[config.mk]
export PLATFORM = sky130hd
export DESIGN_NAME = mm_mac
export DESIGN_NICKNAME = d
export VERILOG_FILES = /design/src/design/mm_pkg.sv /design/src/design/mm_mac.sv
export SDC_FILE = /design/constraint.sdc
export NUM_CORES = 1
export LEC_CHECK = 0
export ABC_CLOCK_PERIOD_IN_PS = 6400
export BUFFER_PORTS_ARGS = -buffer_cell sky130_fd_sc_hd__clkbuf_2
export CAP_MARGIN = 20
export CORE_MARGIN = 3
export CORE_UTILIZATION = 40
export CTS_BUF_LIST = sky130_fd_sc_hd__clkbuf_4
export CTS_CLUSTER_DIAMETER = 50
export DETAILED_ROUTE_END_ITERATION = 10
export HOLD_SLACK_MARGIN = 0.06
export MAX_ROUTING_LAYER = met4
export PLACE_DENSITY = 0.54
export SYNTH_ARGS = -nofsm -noshare
export SYNTH_HDL_FRONTEND = slang
export SYNTH_SLANG_ARGS = --single-unit
[constraint.sdc]
create_clock -name clk -period 6.4 [get_ports clk]
set_input_delay 0.64 -clock clk [delete_from_list [all_inputs] [get_ports clk]]
set_output_delay 0.64 -clock clk [all_outputs]
set_load 0.03 [all_outputs]
[src/design/mm_pkg.sv]
`timescale 1ns / 1ps
// ----------------------------------------------------------------------------
// Matrix multiply package
// Codes, widths and shared types of the fixed-point matrix product block.
// ----------------------------------------------------------------------------
package mm_pkg;

  localparam int VAL_W  = 16;
  localparam int PROD_W = 32;
  localparam int ACC_W  = 36;
  localparam int RES_W  = 32;
  localparam int IDX_W  = 4;
  localparam int DIM_W  = 5;
  localparam int ACT_W  = 2;
  localparam int REG_W  = 2;

  localparam logic [ACT_W-1:0] ACT_LOAD_A  = 2'd0;
  localparam logic [ACT_W-1:0] ACT_LOAD_B  = 2'd1;
  localparam logic [ACT_W-1:0] ACT_COMPUTE = 2'd2;

  localparam logic [REG_W-1:0] REG_ROWS_A    = 2'd0;
  localparam logic [REG_W-1:0] REG_INNER_DIM = 2'd1;
  localparam logic [REG_W-1:0] REG_COLS_B    = 2'd2;

  localparam logic [DIM_W-1:0] DIM_RESET = 5'd16;

  typedef enum logic [1:0] {
    ST_IDLE,
    ST_MAC,
    ST_DRAIN,
    ST_EMIT
  } state_t;

  typedef struct packed {
    logic clear;
    logic valid;
  } mac_ctrl_t;

endpackage

[src/design/mm_mac.sv]
`timescale 1ns / 1ps
// ----------------------------------------------------------------------------
// Matrix multiply MAC unit
// Registered signed multiplier, wide accumulator and saturation to Q16.16.
// ----------------------------------------------------------------------------
module mm_mac (
  input  logic                              clk,
  input  logic                              rst_n,
  input  mm_pkg::mac_ctrl_t                 ctrl,
  input  logic signed [mm_pkg::VAL_W-1:0]   a_i,
  input  logic signed [mm_pkg::VAL_W-1:0]   b_i,
  output logic                              busy,
  output logic signed [mm_pkg::RES_W-1:0]   result
);

  logic signed [mm_pkg::PROD_W-1:0] prod_r;
  logic                             prod_vld_r;
  logic signed [mm_pkg::ACC_W-1:0]  acc_r;
  logic [mm_pkg::ACC_W-mm_pkg::RES_W:0] top_bits;

  always_ff @(posedge clk) begin
    if (!rst_n) begin
      prod_vld_r <= 1'b0;
    end else begin
      prod_vld_r <= ctrl.valid;
    end
  end

  always_ff @(posedge clk) begin
    if (ctrl.valid) begin
      prod_r <= a_i * b_i;
    end
    if (ctrl.clear) begin
      acc_r <= '0;
    end else if (prod_vld_r) begin
      acc_r <= acc_r + mm_pkg::ACC_W'(prod_r);
    end
  end

  assign top_bits = acc_r[mm_pkg::ACC_W-1:mm_pkg::RES_W-1];
  assign busy     = prod_vld_r;

  always_comb begin
    if ((&top_bits) || !(|top_bits)) begin
      result = acc_r[mm_pkg::RES_W-1:0];
    end else if (acc_r[mm_pkg::ACC_W-1]) begin
      result = {1'b1, {(mm_pkg::RES_W-1){1'b0}}};
    end else begin
      result = {1'b0, {(mm_pkg::RES_W-1){1'b1}}};
    end
  end

endmodule

# ---- After elaboration in Yosys (flattened, before gate mapping)
# Index checks and enable logic that the tools add are counted.
dict set report totals {
  word_cells 11
  out_inout_bits 33
  in_bits 36
  regBits 69
  latch_bits 0
  ram_bits 0
  memories 0
  romBits 0
}
dict set report classes {
  shifts 0
  mux 2
  multipliers 1
  reduce_logical 4
  div 0
  n_addsub 1
  magnitude_cmp 0
  n_bitwise 0
  eq_ne 0
}
# op count
set ops {}
lappend ops {{$mux W32} 2}
lappend ops {{$add A36 B32 Y36} 1}
lappend ops {{$mul A16 B16 Y32} 1}
lappend ops {{$reduce_and A5 Y1} 1}
lappend ops {{$reduce_or A5 Y1} 1}
lappend ops {{$logic_not A1 Y1} 1}
lappend ops {{$logic_or A1 B1 Y1} 1}

# ---- Logic depth before layout (Yosys ltp)
dict set report depth {
  depth_word 4
  mapped_depth 25
  mapped_depth_nobuf 24
}

# ---- Worst setup path before layout
# Ideal clock, no wire load.
dict set report synth_timing {
  path_type {input -> register}
  start {input port b_i[1] in the netlist's numbering}
  end {register prod_r[28] in the netlist's numbering (data pin)}
  setup_ps 258
  t_required_ps 6142
  arrival_time_ps 6130
  path_buffers 1
  setup_slack_ps 12
  cell_stages 21
  cell_sequence {clkbuf_1 nand2_1 inv_1 fa_1 fa_1 inv_1 fa_1 inv_1 fa_1 fa_1 inv_1 fa_1 inv_1 ha_1 and4_1 and3_1 a211o_1 o41a_1 a211o_1 a21oi_1 xnor2_1}
}
dict set report synth_between {
  elab_chain_len 1
}
# item line
set synth_rtl {}
lappend synth_rtl {{from (decl)} mm_mac.sv:11} ;# input logic signed [mm_pkg::VAL_W-1:0] b_i,
lappend synth_rtl {{$mul A16 B16 Y32} mm_mac.sv:31} ;# prod_r <= a_i * b_i;
lappend synth_rtl {{to (signal assigned)} mm_mac.sv:31}
lappend synth_rtl {{to (decl)} mm_mac.sv:16} ;# logic signed [mm_pkg::PROD_W-1:0] prod_r;
# Every way passes these cells.
# A chain may end at the register's enable or synchronous reset.

# ---- Worst setup path in the final report
# Ends and elaborated chain as after synthesis.

==> metrics.txt <==
run status finished, final reports clean; slowest stage delay, CP 0.65 ns; antenna violations before repair 1; Layout Nets 2,083; slew margin rel. 37.68%; layout cells sized above 1 10.71%; CP Cell Sequence clkbuf_2, nand2_1, inv_1, fa_1, inv_1, fa_1, fa_1, fa_1, fa_1, fa_1, inv_1, ha_1, and4_1, and3_1, a211o_1, o41a_1, a211o_1, a21oi_1, xnor2_1; DR DRC count 0; post-layout util 45.20%; Syn Inst Count 1,556; final number of setup-violating endpoints 0; worst clock skew 0.02162 ns; CP delay by family, top adder cells; startpoint type of the worst setup path input pin; die area 37,850 µm²; highest clock rate 165.2 MHz; Netlist cell types 63; RR Startpoint prod_r[3]; Die Width 194.5 µm; CTS clk-pin slew, worst paths 0.13 ns; top cells by area, synth fa_1 (37%), ha_1 (10%), inv_1 (8.4%); post-CTS sizing 0; WP buf/inv 4; CTS buffer count 9; WP data arrival 6.22 ns; CP max stage cell fa_1; post-synthesis sequential area ratio 11.97%; Die Height 194.5 µm; Crit Path Class input pin to flip-flop; WHS Endpoint busy; DR WL/cell 15.59 µm; Pins Over Slew Limit 0; post-layout min period 6.052 ns; synthesized cell area about 14,000 µm²; TritonCTS Sinks between 60 and 70; first-pass GRT wire length 56.25 mm; fillers 3,395; final hold vios 0; starting density of the core 40.86%; Max-Cap Viols 0; r2r setup slk around 3.1 ns; Register-to-Register Path Depth 10; CP Capture Type flip-flop; syn_nets just under 2,000; dpl hpwl approximately 29 mm; Post-synth top cells inv_1 (320), fa_1 (263), nand2_1 (152); dpl cells 2,111; RSZ-0062 raised after global routing false; Final GP Congestion 0.8874; vias in the first global route 11,010; Vias/cell between 4 and 5; R2R Path End acc_r[35]; share of the synthesized area in the top cell type between 30% and 40%; hold_ws 0.4082 ns; Final Cycle Share 94.56%; most frequent cell after synthesis inv_1; worst slew pin tran 0.9348 ns; drt pass-1 iters 5; CTS tree built; Global Route Usage Sum 18.50%; Area Overhead vs Synth 10.61%; dominant synthesized flop cell dfxtp_1; clk buf depth 2; Max FO, Critical Path 9; Core Area 34,800 µm²; Async SR Flop Fraction 0%; Overflow after GRT 0; Post-CTS Repair Setup Buffers 0; Layout Cells excl Fill roughly 2,100; DR vias around 10,000; DRT iter0 DRCs 515; Worst Hold Launch rst_n; htree depth 3; number of synthesized flops with an enable pin 32; largest net degree at the start of global routing 44; Yosys top cell by area fa_1; cts hold-fix bufs 0; synthesized area per cell 9.138 µm²; Most common cell on crit path fa_1; Antenna Violating Nets Remaining 0; Ports 69; clk root buf clkbuf_4; WL final 33.18 mm; Yosys reg bits 69; Hold Path Depth 2; worst-skew pair later-pin latency 0.42 ns; worst hold path type input pin to flip-flop; warnings from Yosys 0; Rows between 60 and 70; number of I/O port buffers 68; Required @ worst endpoint 6.57 ns
[worst max-delay path by stage]
stage / from / endpoint / depth (start not counted)
after global routing: a_i[7] / prod_r[31] / 25
after floorplan: b_i[1] / prod_r[28] / 21
final: b_i[1] / prod_r[28] / 19
after CTS: b_i[1] / prod_r[28] / 19
after global placement: b_i[4] / prod_r[31] / 22
after detailed placement: b_i[1] / prod_r[28] / 19
[routing by layer]
metal,global-route usage (%),share of wire (%)
met5,-,0
met4,2.926,1.0
met3,1.855,3.3
met2,28.58,44
met1,27.10,52
[cell type report]
type / instances / area [µm²] / area share (%)
Multi-Input combinational cell: 1114 / 11120 / 70.68
Sequential cell: 69 / 1703 / 10.83
Inverter: 320 / 1201 / 7.637
Timing Repair Buffer: 153 / 1016 / 6.460
Tap cell: 455 / 569.3 / 3.620
Clock buffer: 9 / 67.56 / 0.4296
Clock inverter: 7 / 52.55 / 0.3341
Antenna cell: 1 / 2.502 / 0.01591
[per-stage QoR]
step                 TNS [ns]  setup slack (ns)  area [µm²]
floorplan                   0           0.01199       14220
global placement    -0.003037         -0.002684       15610
detailed placement    -0.3839           -0.1151       15610
CTS                         0            0.3695       15730
global route                0           0.08442       15730
finish                      0            0.3484       15730
[placed cells by master (no fill, tap or decap), drive strengths merged, types with 4 or more instances in the layout]
| cell type | synthesis | routed |
|---|---|---|
| fa | 263 | 263 |
| o21bai | 6 | 6 |
| a21boi | 7 | 7 |
| and3 | 10 | 10 |
| a21o | 57 | 57 |
| xor2 | 18 | 18 |
| mux2i | 21 | 21 |
| a31o | 4 | 4 |
| buf | 4 | 85 |
| clkbuf | 49 | 77 |
| nor3 | 13 | 13 |
| edfxtp | 32 | 32 |
| nand2 | 152 | 152 |
| nor2b | 7 | 7 |
| clkinv | 0 | 6 |
| and4 | 5 | 5 |
| ha | 117 | 117 |
| nand3 | 13 | 13 |
| nor2 | 64 | 64 |
| nand2b | 17 | 17 |
| o21ai | 31 | 31 |
| o211ai | 7 | 7 |
| o21a | 8 | 8 |
| a21oi | 64 | 64 |
| a211oi | 6 | 6 |
| xnor2 | 39 | 39 |
| a31oi | 9 | 9 |
| and2 | 132 | 132 |
| inv | 320 | 320 |
| dfxtp | 37 | 37 |
[cells by family (layout without fill, tap and decap cells)]
group / Yosys count / count (layout) / synth area share, %
compound gates: 223 / 223 / 10.54
xor+xnor: 57 / 57 / 3.511
simple gates: 432 / 432 / 15.20
flops: 69 / 69 / 11.97
fa+ha+maj: 380 / 380 / 47.32
buf+inv: 373 / 489 / 9.900
mux: 22 / 22 / 1.558
other cells: 0 / 1 / 0
[sequential cells by signal (all words and copies together), names as in the netlist]
signal / flops
prod_r: 32
busy: 1
acc_r: 36
Power is not shown: default switching activity piles up to over one toggle a cycle in this logic, so the estimate is an artifact.
